$ cat src/design/sch_ram.sv
// ----------------------------------------------------------------------------
// sch_ram
// Generic RAM: one write port, two registered read ports.
// ----------------------------------------------------------------------------
module sch_ram #(
	parameter int WIDTH = 8,
	parameter int DEPTH = 256
) (
	input  logic                     clk,
	input  logic                     we,
	input  logic [$clog2(DEPTH)-1:0] waddr,
	input  logic [WIDTH-1:0]         wdata,
	input  logic [$clog2(DEPTH)-1:0] raddr_a,
	output logic [WIDTH-1:0]         rdata_a,
	input  logic [$clog2(DEPTH)-1:0] raddr_b,
	output logic [WIDTH-1:0]         rdata_b
);

	logic [WIDTH-1:0] mem [DEPTH];

	always_ff @(posedge clk) begin
		if (we) begin
			mem[waddr] <= wdata;
		end
		rdata_a <= mem[raddr_a];
		rdata_b <= mem[raddr_b];
	end

endmodule

$ cat config.mk
export PLATFORM = sky130hd
export DESIGN_NAME = sch_ram
export DESIGN_NICKNAME = d
export VERILOG_FILES = /design/src/design/sch_ram.sv
export SDC_FILE = /design/constraint.sdc
export NUM_CORES = 2
export LEC_CHECK = 0
export BUFFER_PORTS_ARGS = -buffer_cell sky130_fd_sc_hd__buf_4
export CAP_MARGIN = 20
export CORE_MARGIN = 2
export CORE_UTILIZATION = 54
export CTS_BUF_LIST = sky130_fd_sc_hd__clkbuf_16
export DETAILED_ROUTE_END_ITERATION = 6
export PLACE_DENSITY_LB_ADDON = 0.12
export RECOVER_POWER = 25
export SYNTH_ARGS = -nofsm -noshare
export SYNTH_HDL_FRONTEND = slang
export SYNTH_SLANG_ARGS = --single-unit
$ cat constraint.sdc
create_clock -name clk -period 3 [get_ports clk]
set_clock_uncertainty 0.05 [all_clocks]
set_input_delay 0.15 -clock clk [delete_from_list [all_inputs] [get_ports clk]]
set_output_delay 0.15 -clock clk [all_outputs]
set_load 0.05 [all_outputs]
==> metrics.csv <==
stage;metric;value;unit
outcome;status;finished, violations left;
outcome;failing checks;capacitance limit, slew limit;
global_route;GRT overflow;0;
drt;DRC violations left;0;
floorplanning;num ports;50;
worst_setup_path;slowest stage delay, CP;0.74;ns
global_route;largest net degree at the start of global routing;154;
drt;vias per cell;7.09;
clock_tree;clock root cell;clkbuf_16;
clock_tree;Clock Sinks;2064;
yosys;average cell area after synthesis;20.0;um2
worst_setup_path;CP max FO;13;
global_route;vias in the first global route;56700;
worst_setup_path;Startpoint Class;input pin;
placement;Post-Place Cell Area;105000;um2
worst_setup_path;capturing point of the worst reg2reg path;rdata_a[7]$_DFF_P_;
power_and_ir_drop;Leak;36.6;nW
power_and_ir_drop;Worst VDD drop;0.000589;V
yosys;Synth cell types;65;
worst_setup_path;Top delay family on crit path;simple AND/OR/NAND/NOR gates;
yosys;ys flop type;edfxtp_1;
worst_setup_path;crit path from;raddr_a[5];
layout;design area;112000;um2
timing;fin crit period;2.86;ns
worst_setup_path;CP endpoint;rdata_a[7]$_DFF_P_;
drt;Detailed Routing Iterations Pass 1;6;
yosys;Yosys reg bits;2064;
timing;relative max-transition margin;-0.802;
worst_setup_path;CP Buf/Inv Count;3;
timing;Final Hold Fails;0;
yosys;mapped cell area;97000;um2
layout;Area Growth Syn to Fin;15.4;%
floorplanning;DIE AREA;183000;um2
drt;DR WL/cell;38.0;um
drt;Starting DRT DRC Count;9058;
clock_tree;H-tree levels;4;
layout;Reg area;61800;um2
clock_tree;TritonCTS buffer count;212;
yosys;ys async rst share;0;
yosys;sequential element share of the synthesized area;0.637;
worst_setup_path;R2R depth;6;
floorplanning;Initial Utilization;0.544;
floorplanning;die height;428;um
placement;PortBufs;49;
drt;total wire length;305;mm
timing;period utilization;0.952;
timing;fmax;0.350;GHz
floorplanning;Core Region;178000;um2
worst_setup_path;Worst Path Required;3.63;ns
layout;Total Nets Final;5533;
drt;Antenna Nets Post-Route;0;
layout;multi-input gate area in the final layout;32500;um2
layout;Fillers;12600;
worst_setup_path;Crit path depth;9;
clock_tree;clock-pin slew on the worst setup and hold paths;0.06;ns
worst_setup_path;WS Path Type;in2reg;
yosys;Synth Instances;4847;
hold_path;HP Class;in2reg;
global_route;first-pass GRT wire length;428;mm
layout;share of layout cells above drive strength 1;0.393;
clock_tree;CTS tree;yes;
worst_setup_path;reg2reg start;mem[47][7]$_DFFE_PP_;
floorplanning;std cell rows;155;
timing;Worst Max-Slew Pin Slew;2.70;ns
worst_setup_path;Crit. End Element;flip-flop;
power_and_ir_drop;PD cells;580;nW/um2
clock_tree;Worst-Skew Late Latency;0.88;ns
layout;utilization after layout;0.627;
global_route;Tot GR Track Use;0.338;
placement;GPL Wtd Cong;0.957;
timing;Final Slew Violations;865;
worst_setup_path;setup slack, reg-to-reg;0.15;ns
floorplanning;die width;428;um
timing;final setup violation count;0;
drt;vias;57000;
placement;Post-DP HPWL;207;mm
global_route;initial antenna violation count;20;
timing;Sum Neg Setup Slack;0;ns
yosys;syn nets;4881;
worst_setup_path;slowest library cell on the worst path;nor4_1;
yosys;Synthesis Warnings;0;
yosys;Post-synth EDFFs;2048;
worst_setup_path;Cell Chain, Critical Path;dlygate4sd3_1, buf_4, or3_1, a221oi_1, a21oi_1, o21ai_0, a221oi_1, buf_4, nor4_1;
flow_run;maxcap violations;9;
clock_tree;CTS max path bufs;3;
timing;unrepaired setup endpoints after global routing;no;
worst_setup_path;crit path DAT;3.49;ns
[layout make-up]
| class | count | share of cell area |
|---|---|---|
| sequential | 2064 | 0.553 |
| multi-input combinational | 2382 | 0.291 |
| timing repair buffer | 833 | 0.0668 |
| clock buffer | 212 | 0.0474 |
| tap | 2355 | 0.0263 |
| clock inverter | 188 | 0.0157 |
| inverter | 6 | 0.000235 |
| antenna | 7 | 0.000157 |
[synth_stat cells (16+ instances only)]
master,n,area [um2]
a221oi_1,32,280
mux2i_1,236,2360
mux4_2,1051,23700
nor2_1,298,1120
buf_1,25,93.8
o22ai_1,48,300
clkbuf_1,137,514
nand2_1,114,428
buf_6,44,495
o21ai_0,34,170
a22o_1,22,193
a22oi_1,62,465
dfxtp_1,16,320
buf_2,104,521
a211oi_1,28,210
buf_4,42,315
mux2_2,38,428
edfxtp_1,2048,61500
nand3_1,52,260
a21oi_1,79,395
o221ai_1,65,569
nor2b_1,27,169
nor3_1,21,105
buf_8,35,526
[what timing repair did]
action / in CTS / in global routing
hold buffers: 22 / 0
setup buffers: 0 / 0
resized for setup: 2 / 0
setup endpoints to repair: 2 / 0
hold endpoints to repair: 839 / 0
[how the worst min path moves through the flow]
| stage | start | to | slack, ns | cells past startpoint |
|---|---|---|---|---|
| 3_3_place_gp | wdata[5] | mem[64][5]$_DFFE_PP_ | 0.45 | 1 |
| 3_5_place_dp | wdata[5] | mem[64][5]$_DFFE_PP_ | 0.45 | 1 |
| 5_1_grt | raddr_a[6] | rdata_a[6]$_DFF_P_ | 0.09 | 4 |
| 2_1_floorplan | wdata[0] | mem[0][0]$_DFFE_PP_ | 0.20 | 0 |
| 6_report | waddr[7] | mem[255][7]$_DFFE_PP_ | 0.1 | 4 |
| 4_1_cts | raddr_b[6] | rdata_b[7]$_DFF_P_ | 0.01 | 6 |
[kinds of logic (layout without fill, tap and decap cells)]
family,count (synthesis),in the layout,synth area share
DFF,2064,2064,0.637
muxes,1325,1325,0.273
and+or+nand+nor,591,591,0.0270
AOI/OAI and AO/OA,466,466,0.0354
buffers and inverters,401,1239,0.0273
other,0,7,0
[cell usage in the layout (no fill, tap or decap), types with 13 or more instances in the layout]
| cell type | n |
|---|---|
| a211oi_1 | 28 |
| a21oi_1 | 79 |
| a221oi_1 | 31 |
| a22o_1 | 22 |
| a22oi_1 | 62 |
| buf_12 | 92 |
| buf_4 | 696 |
| bufinv_16 | 29 |
| clkbuf_16 | 212 |
| clkinv_1 | 44 |
| clkinv_2 | 40 |
| clkinvlp_4 | 14 |
| dfxtp_1 | 16 |
| dlygate4sd3_1 | 22 |
| edfxtp_1 | 2048 |
| inv_1 | 47 |
| mux2_2 | 38 |
| mux2i_1 | 236 |
| mux4_2 | 1051 |
| nand2_1 | 114 |
| nand3_1 | 49 |
| nand4_1 | 13 |
| nor2_1 | 298 |
| nor2b_1 | 27 |
| nor3_1 | 21 |
| o211ai_1 | 13 |
| o21ai_0 | 34 |
| o221ai_1 | 65 |
| o22ai_1 | 48 |
[report_power, final]
part / leakage (nW) / internal [W] / switching (W)
combinational: 14.5 / 0.00250 / 0.00360
sequential: 18.5 / 0.0318 / 0.000119
clock: 3.60 / 0.0154 / 0.0115
[worst min-delay path, delay by kind of cell]
kind	cells	cell delay, ns
buffers and inverters	2	0.35
AND/OR/NAND/NOR	2	0.32
[metrics by stage]
step                total power, W  setup WS, ns  std cells  hold slack [ns]
global placement            0.0385        -0.764       7617            0.445
finish                      0.0649         0.143       8047           0.0994
global route                0.0664         0.107       8040           0.0854
floorplan                   0.0357         0.759       4847            0.199
CTS                         0.0651         0.144       8040           0.0122
detailed placement          0.0385        -0.687       7618            0.447
[flip-flops by register name, summed over array words and instances, names as in the netlist]
name,flops
rdata_b,8
rdata_a,8
mem,2048
[routing by layer]
layer | global-route usage | part of all wire
met1 | 0.478 | 0.37
met2 | 0.512 | 0.46
met4 | 0.135 | 0.047
met5 | 0 | 0.00021
met3 | 0.0806 | 0.12
No activity file was read; power rests on OpenSTA's default activity.
