File: config.mk
export PLATFORM = sky130hd
export DESIGN_NAME = sch_modmul
export DESIGN_NICKNAME = d
export VERILOG_FILES = /design/src/design/sch_pkg.sv /design/src/design/sch_modmul.sv
export SDC_FILE = /design/constraint.sdc
export NUM_CORES = 1
export LEC_CHECK = 0
export BUFFER_PORTS_ARGS = -buffer_cell sky130_fd_sc_hd__buf_2
export CAP_MARGIN = 30
export CORE_MARGIN = 5
export CORE_UTILIZATION = 43
export CTS_CLUSTER_SIZE = 10
export DETAILED_ROUTE_END_ITERATION = 12
export GPL_ROUTABILITY_DRIVEN = 0
export PLACE_DENSITY = 0.69
export RECOVER_POWER = 25
export SLEW_MARGIN = 10
export SYNTH_ARGS = -nofsm -noshare
export SYNTH_HDL_FRONTEND = slang
export SYNTH_SLANG_ARGS = --single-unit
File: constraint.sdc
create_clock -name clk -period 4.65 [get_ports clk]
set_input_delay 0.2325 -clock clk [delete_from_list [all_inputs] [get_ports clk]]
set_output_delay 0.2325 -clock clk [all_outputs]
set_load 0.005 [all_outputs]
File: src/design/sch_pkg.sv
// ----------------------------------------------------------------------------
// sch_pkg
// Shared types and constants for the substring compare-by-hash block.
// ----------------------------------------------------------------------------
package sch_pkg;

	localparam int HW = 30;

	typedef logic [HW-1:0] hash_t;
	typedef logic signed [1:0] order_t;

	localparam hash_t MOD_FIRST  = 30'd998244353;
	localparam hash_t MOD_SECOND = 30'd1000000007;
	localparam hash_t BASE_RESET = 30'd1337;

	localparam order_t ORDER_LESS    = -2'sd1;
	localparam order_t ORDER_EQUAL   = 2'sd0;
	localparam order_t ORDER_GREATER = 2'sd1;

	typedef enum logic {
		REG_BASE_FIRST  = 1'b0,
		REG_BASE_SECOND = 1'b1
	} reg_index_t;

	typedef enum logic {
		KIND_APPEND  = 1'b0,
		KIND_COMPARE = 1'b1
	} kind_t;

	typedef enum logic [3:0] {
		S_IDLE,
		S_AMUL,
		S_AWR,
		S_LEN,
		S_MID,
		S_RD1,
		S_RD2,
		S_RD3,
		S_QMUL,
		S_CMP,
		S_BYTE,
		S_BYTEW,
		S_OUT
	} state_t;

	typedef struct packed {
		logic  start;
		hash_t a;
		hash_t b;
	} mul_req_t;

endpackage

File: src/design/sch_modmul.sv
// ----------------------------------------------------------------------------
// sch_modmul
// Bit-serial modular multiplier: one bit of the first operand per cycle.
// ----------------------------------------------------------------------------
module sch_modmul #(
	parameter logic [29:0] MODULUS = 30'd998244353
) (
	input  logic              clk,
	input  logic              arst_n,
	input  sch_pkg::mul_req_t req,
	output logic              done,
	output sch_pkg::hash_t    product
);
	import sch_pkg::*;

	localparam int CW = $clog2(HW + 1);

	logic [CW-1:0] cnt_q;
	logic          done_q;
	hash_t         a_q;
	hash_t         b_q;
	hash_t         r_q;
	hash_t         b_red;
	hash_t         r_next;
	logic [HW+1:0] t;
	logic [HW+1:0] m1;
	logic [HW+1:0] m2;

	always_comb begin
		b_red = (req.b >= MODULUS) ? req.b - MODULUS : req.b;
		m1 = {2'b00, MODULUS};
		m2 = {1'b0, MODULUS, 1'b0};
		t = {1'b0, r_q, 1'b0} + (a_q[HW-1] ? {2'b00, b_q} : '0);
		priority if (t >= m2) begin
			r_next = hash_t'(t - m2);
		end else if (t >= m1) begin
			r_next = hash_t'(t - m1);
		end else begin
			r_next = hash_t'(t);
		end
	end

	always_ff @(posedge clk or negedge arst_n) begin
		if (!arst_n) begin
			cnt_q  <= '0;
			done_q <= 1'b0;
		end else begin
			done_q <= 1'b0;
			if (req.start) begin
				cnt_q <= CW'(HW);
			end else if (cnt_q != '0) begin
				cnt_q <= cnt_q - 1'b1;
				if (cnt_q == CW'(1)) begin
					done_q <= 1'b1;
				end
			end
		end
	end

	always_ff @(posedge clk) begin
		if (req.start) begin
			a_q <= req.a;
			b_q <= b_red;
			r_q <= '0;
		end else if (cnt_q != '0) begin
			a_q <= a_q << 1;
			r_q <= r_next;
		end
	end

	assign done    = done_q;
	assign product = r_q;

endmodule

==> results.cfg, run 1 <==
[die]
die_w_um = 144
io_pins = 94
core_area_mm2 = 0.0178
rows = 49
dieArea_mm2 = 0.0207
die_height_um = 144
start_util_pct = 43.3

[logic_synthesis]
syn_area_mm2 = 0.00771
synth_area_per_cell_um2 = 8.86
synth.ff_latch_count = 96
synth_enable_flop_cells = 60
ys_seq_area_share_pct = 33.1
synth_top_area_share_pct = 23.4
ys_top_cells_by_area = edfxtp_1 (23%), dfxtp_1 (7.8%), ha_1 (6.3%)
async_reset_ff_share_pct = 6.25
yosys_most_used_dff = edfxtp_1
synth_cells = 870
synth.distinct_cells = 85
synth_top_area_cell = edfxtp_1
synth.net_count = 973
yosys-top-cells-count = nand2_1 (64), nor2_1 (64), edfxtp_1 (60)
yosys_warnings = 0

[cts]
clock_latency_ns = 0.36
clkSinkCount = 96
clockRootBuffer = clkbuf_16
cts_tree = done
htreeDepth = 3
ctsLongestPathBuffers = 2
cts-buffers-inserted = 9
path_clk_slew_ns = 0.08

[drt]
drt_wl_total_um = 22900
vias = 7501
wire_per_inst_um = 17.9
drtPass1Iterations = 5
viasPerCell = 5.88
drtAntennaViolNets = 0
drc_errors = 0
dr.first_iter.drc_count = 676

[worst_hold_path]
holdPathEnd = a_q[0]$_SDFFCE_PN0P_
hp-start = req[30]
hp-class = input port to register
worst_hold_path.num_cells = 2

[timing]
max_freq_ghz = 0.223
report.final.setup_viol = 0
hold_slack_ns = 0.153
period_minus_slack_ns = 4.49
slew_viol_final = 0
setup_slack_ns = 0.158
hold_viol = 0
slew_headroom_pct = 36.8
finalClockSkew_ns = 0.0107
setup-tns-final_ns = 0
worst_pin_slew_ns = 0.945
period_share_pct = 96.6

[worst_setup_path]
r2r_end = product[20]$_SDFFE_PP0P_
rrSetupSlack_ns = 0.16
crit_cells = 16
slowest_stage = or4b_4
end_kind = register
critPathRequiredTime_ns = 4.87
critPathBufInv = 2
worst_setup_path_start_kind = register
reg2reg_depth = 16
crit_type = register to register
cp_top_family = simple AND/OR/NAND/NOR gates
worst_path_largest_cell_delay_ns = 0.56
critPathArrivalTime_ns = 4.72
cp_cell_sequence = buf_6, and2_1, ha_1, a21oi_1, o21a_2, o21ai_1, nor3_1, or3_1, nand3_1, or4b_4, a211o_2, a21oi_2, buf_4, a211o_1, xor2_1, a211oi_1
reg2reg_from = a_q[29]$_DFFE_PP_
crit_fanout = 21

[global_routing]
grt_overflow_total = 0
antenna_found_initial = 0
grt.total_usage_pct = 21.7
grt_pass1_vias = 7060
grt_pass1_wl_um = 35400
grt_max_degree = 51

[place]
placed_cell_area_mm2 = 0.00907
hpwlAfterDp_um = 17900
dp_slack_ns = 0.00955
placed_cells = 1253
port_buffers = 93

[power_and_ir_drop]
p_leak_nw = 3.89
p_per_area_mw_per_mm2 = 386
peakVddDrop_uv = 206
power.total_mw = 3.72

[layout]
nNetsFinal = 1145
drive_gt1_share_pct = 27.2
fill_cells = 1641
multi_input_area_mm2 = 0.00505
final_util_pct = 54.2
final_cells = 1276
n_antenna_cell = 0
area_growth_pct = 25.1
final_cell_area_mm2 = 0.00964
seqCellArea_mm2 = 0.00255

[run_status]
outcome = completed

[run]
maxCapViolCount = 0
placed cells by master, fill, tap and decap left out, drive strengths merged, types with 30 or more instances in the layout:
cell,count
a211oi,31
a21oi,58
and2,42
buf,182
clkbuf,33
dfxtp,30
edfxtp,60
ha,39
mux2,31
nand2,65
nor2,64
nor3,31
o21ai,44
worst reg2reg max path, stage by stage (launching register included):
cell	delay, ns
edfxtp_1	0.38
buf_6	0.16
and2_1	0.18
ha_1	0.35
a21oi_1	0.21
o21a_2	0.25
o21ai_1	0.18
nor3_1	0.52
or3_1	0.21
nand3_1	0.12
or4b_4	0.56
a211o_2	0.33
a21oi_2	0.23
buf_4	0.19
a211o_1	0.12
xor2_1	0.27
a211oi_1	0.12
where the power goes:
group | internal [mW] | switching (mW) | leakage [nW]
clock | 0.398 | 0.401 | 0.157
combinational | 0.803 | 1.00 | 2.81
sequential | 1.03 | 0.0888 | 0.925
total | 2.23 | 1.49 | 3.89
worst max-delay path by stage:
stage	start	to	slack (ns)
floorplan	a_q[29]$_DFFE_PP_	product[18]$_SDFFE_PP0P_	0.22
global placement	a_q[29]$_DFFE_PP_	product[3]$_SDFFE_PP0P_	0.1
detailed placement	a_q[29]$_DFFE_PP_	product[21]$_SDFFE_PP0P_	0.01
CTS	a_q[29]$_DFFE_PP_	product[21]$_SDFFE_PP0P_	0.02
global route	a_q[29]$_DFFE_PP_	product[12]$_SDFFE_PP0P_	-0.05
finish	a_q[29]$_DFFE_PP_	product[20]$_SDFFE_PP0P_	0.16
kinds of logic (layout without fill, tap and decap cells):
family / count (synthesis) / count (layout) / synth area share (%)
muxes: 35 / 35 / 5.05
adders and majority gates: 40 / 40 / 6.59
buffers and inverters: 69 / 246 / 3.83
and+or+nand+nor: 338 / 338 / 23.5
DFF: 96 / 96 / 33.1
xor gates and xnor gates: 55 / 55 / 6.25
AOI/OAI and AO/OA: 237 / 237 / 21.7
area by class of cell:
type / instances / area share (%)
multi-input cells: 705 / 52.4
repair buffers: 207 / 13.9
clock buffers: 9 / 2.34
well taps: 229 / 2.97
clock inverters: 7 / 1.03
inverters: 23 / 0.896
flip-flops and latches: 96 / 26.5
routing by layer:
metal  wire length, um  global-route usage [%]
met2             10600                    35.0
met3              1720                    4.76
met1              9920                    28.6
met5                 0                       0
met4               675                    7.68
state kept, by name (all words and copies together), names as in the netlist:
register,flops
a_q,30
b_q,30
product,30
cnt_q,5
done,1
what timing repair did:
item,4_1_cts,5_1_grt
hold buffers,1,0
resized for setup,1,45
endpoints found under the setup margin,3,30
hold endpoints to repair,6,0
setup buffers,0,6
pin swaps,0,11
Note: power is estimated with default switching activity, not from simulation.
==> run 2, diff against run 1 <==
--- a/config.mk
+++ b/config.mk
@@ -12,8 +12,8 @@
 export CTS_CLUSTER_SIZE = 10
 export DETAILED_ROUTE_END_ITERATION = 12
 export GPL_ROUTABILITY_DRIVEN = 0
+export MAX_ROUTING_LAYER = met4
 export PLACE_DENSITY = 0.69
-export RECOVER_POWER = 25
 export SLEW_MARGIN = 10
 export SYNTH_ARGS = -nofsm -noshare
 export SYNTH_HDL_FRONTEND = slang
==> results.cfg, run 2 (synthesized netlist as in run 1, its figures left out) <==
[run_status]
outcome = completed

[global_routing]
grt_max_degree = 51
grt_pass1_vias = 7076
grt_pass1_wl_um = 35400
grt.total_usage_pct = 22.3
antenna_found_initial = 0
grt_overflow_total = 0

[power_and_ir_drop]
clkPwrFrac_pct = 21.4
p_leak_nw = 3.99
p_per_area_mw_per_mm2 = 386
pwr-share-seq_pct = 29.9
peakVddDrop_uv = 203
swShare_pct = 39.9
p_switching_mw = 1.49
p_int_mw = 2.24
power.total_mw = 3.73
p_comb_share_pct = 48.7

[layout]
n_antenna_cell = 0
final_util_pct = 54.4
fill_cells = 1629
final_cell_area_mm2 = 0.00967
drive_gt1_share_pct = 29.6
final_cells = 1276
layout_common_cells = buf_4 (109), buf_2 (92), nand2_1 (63), nor2_1 (62), edfxtp_1 (60)
nNetsFinal = 1145
area_growth_pct = 25.5
final_common_cell = buf_4

[die]
core_area_mm2 = 0.0178
dieArea_mm2 = 0.0207
die_w_um = 144
io_pins = 94
start_util_pct = 43.3
die_height_um = 144
rows = 49

[drt]
viasPerCell = 5.88
wire_per_inst_um = 17.9
m1WireLength_um = 9840
drt_wl_total_um = 22800
drc_errors = 0
met2_length_um = 10600
drtAntennaViolNets = 0
top_layer = met4
route.met3.wl_um = 1770
dr.first_iter.drc_count = 620
vias = 7504
drtPass1Iterations = 6

[worst_hold_path]
hp-class = input port to register

[timing]
slew_headroom_pct = 37.8
hold_viol = 0
report.final.setup_viol = 0
period_share_pct = 96.5
finalClockSkew_ns = 0.0111
slew_viol_final = 0
setup_slack_ns = 0.164
worst_pin_slew_ns = 0.929
period_minus_slack_ns = 4.49
max_freq_ghz = 0.223

[cts]
htreeDepth = 3
ctsLongestPathBuffers = 2
cts-buffers-inserted = 9
path_clk_slew_ns = 0.08
clockRootBuffer = clkbuf_16
clock_latency_ns = 0.36
cts_tree = done
clkSinkCount = 96

[worst_setup_path]
crit_fanout = 21
crit_type = register to register
rrSetupSlack_ns = 0.16
slowest_stage = ha_2
cp_top_family = compound AO/OA/AOI/OAI gates
critPathArrivalTime_ns = 4.76
worst_setup_path_start_kind = register
worst_path_largest_cell_delay_ns = 0.41
end_kind = register
path_common_cell = buf_4
critPathRequiredTime_ns = 4.92
critPathBufInv = 7
cp_cell_sequence = buf_6, and2_1, ha_2, buf_4, nand2_1, buf_4, o31a_1, mux2_2, a211oi_1, a211oi_2, nand4_1, buf_4, nor4_4, buf_4, a211oi_2, nor2_1, buf_4, buf_4, a2111oi_2, xnor2_1, a211oi_1

[place]
dp_slack_ns = 0.00955
placed_cell_area_mm2 = 0.00907
port_buffers = 93
placed_cells = 1253
hpwlAfterDp_um = 17900

[run]
maxCapViolCount = 0
run 2: cell types whose count changed in the layout (fill, tap and decap cells not counted), sizes merged:
cell	before	now
buf	182	206
clkbuf	33	9
run 2: power groups by stage:
| stage | Sequential [mW] | Combinational (mW) | Clock (mW) |
|---|---|---|---|
| 6_report | 1.11 | 1.82 | 0.799 |
| 5_1_grt | 1.13 | 1.96 | 0.855 |
| 4_1_cts | 1.11 | 1.70 | 0.819 |
| 3_5_place_dp | 1.13 | 1.69 | 0 |
| 3_3_place_gp | 1.13 | 1.67 | 0 |
| 2_1_floorplan | 1.11 | 1.06 | 0 |
run 2: final timing paths:
check / from / to / cells after the start
worst max-delay path: a_q[29]$_DFFE_PP_ / product[12]$_SDFFE_PP0P_ / 21
worst min-delay path: req[30] / a_q[0]$_SDFFCE_PN0P_ / 2
worst min register to register: product[7]$_SDFFE_PP0P_ / product[7]$_SDFFE_PP0P_ / 2
worst max register to register: a_q[29]$_DFFE_PP_ / product[12]$_SDFFE_PP0P_ / 21
min in group asynchronous: arst_n / cnt_q[1]$_DFFE_PN0P_ / 2
max in group asynchronous: arst_n / cnt_q[2]$_DFFE_PN0P_ / 2
run 2: per-layer routing:
layer	track usage, %	vias to the layer above
met2	35.0	319
met1	28.8	3503
met3	3.99	52
met4	8.57	0
met5	-	-
li1	-	3630
run 2: stage by stage:
stage               hold slack [ns]  setup TNS [ns]
global placement             0.0672               0
floorplan                   -0.0631               0
global route                  0.155         -0.0936
detailed placement           0.0654               0
CTS                           0.143               0
finish                        0.157               0
run 2: final cells by class:
cell class / instances / area, um2 / area share, %
clock inverter: 7 / 98.8 / 1.02
timing repair buffer: 207 / 1370 / 14.2
clock buffer: 9 / 225 / 2.33
multi-input combinational: 705 / 5050 / 52.2
tap: 229 / 287 / 2.96
inverter: 23 / 86.3 / 0.893
sequential: 96 / 2550 / 26.4
run 2: timing repair:
| item | 4_1_cts | 5_1_grt |
|---|---|---|
| hold endpoints to repair | 6 | 0 |
| pin swaps | 0 | 11 |
| gates resized for setup | 1 | 45 |
| buffers inserted | 0 | 6 |
| hold buffers | 1 | 0 |
| endpoints found under the setup margin | 3 | 30 |
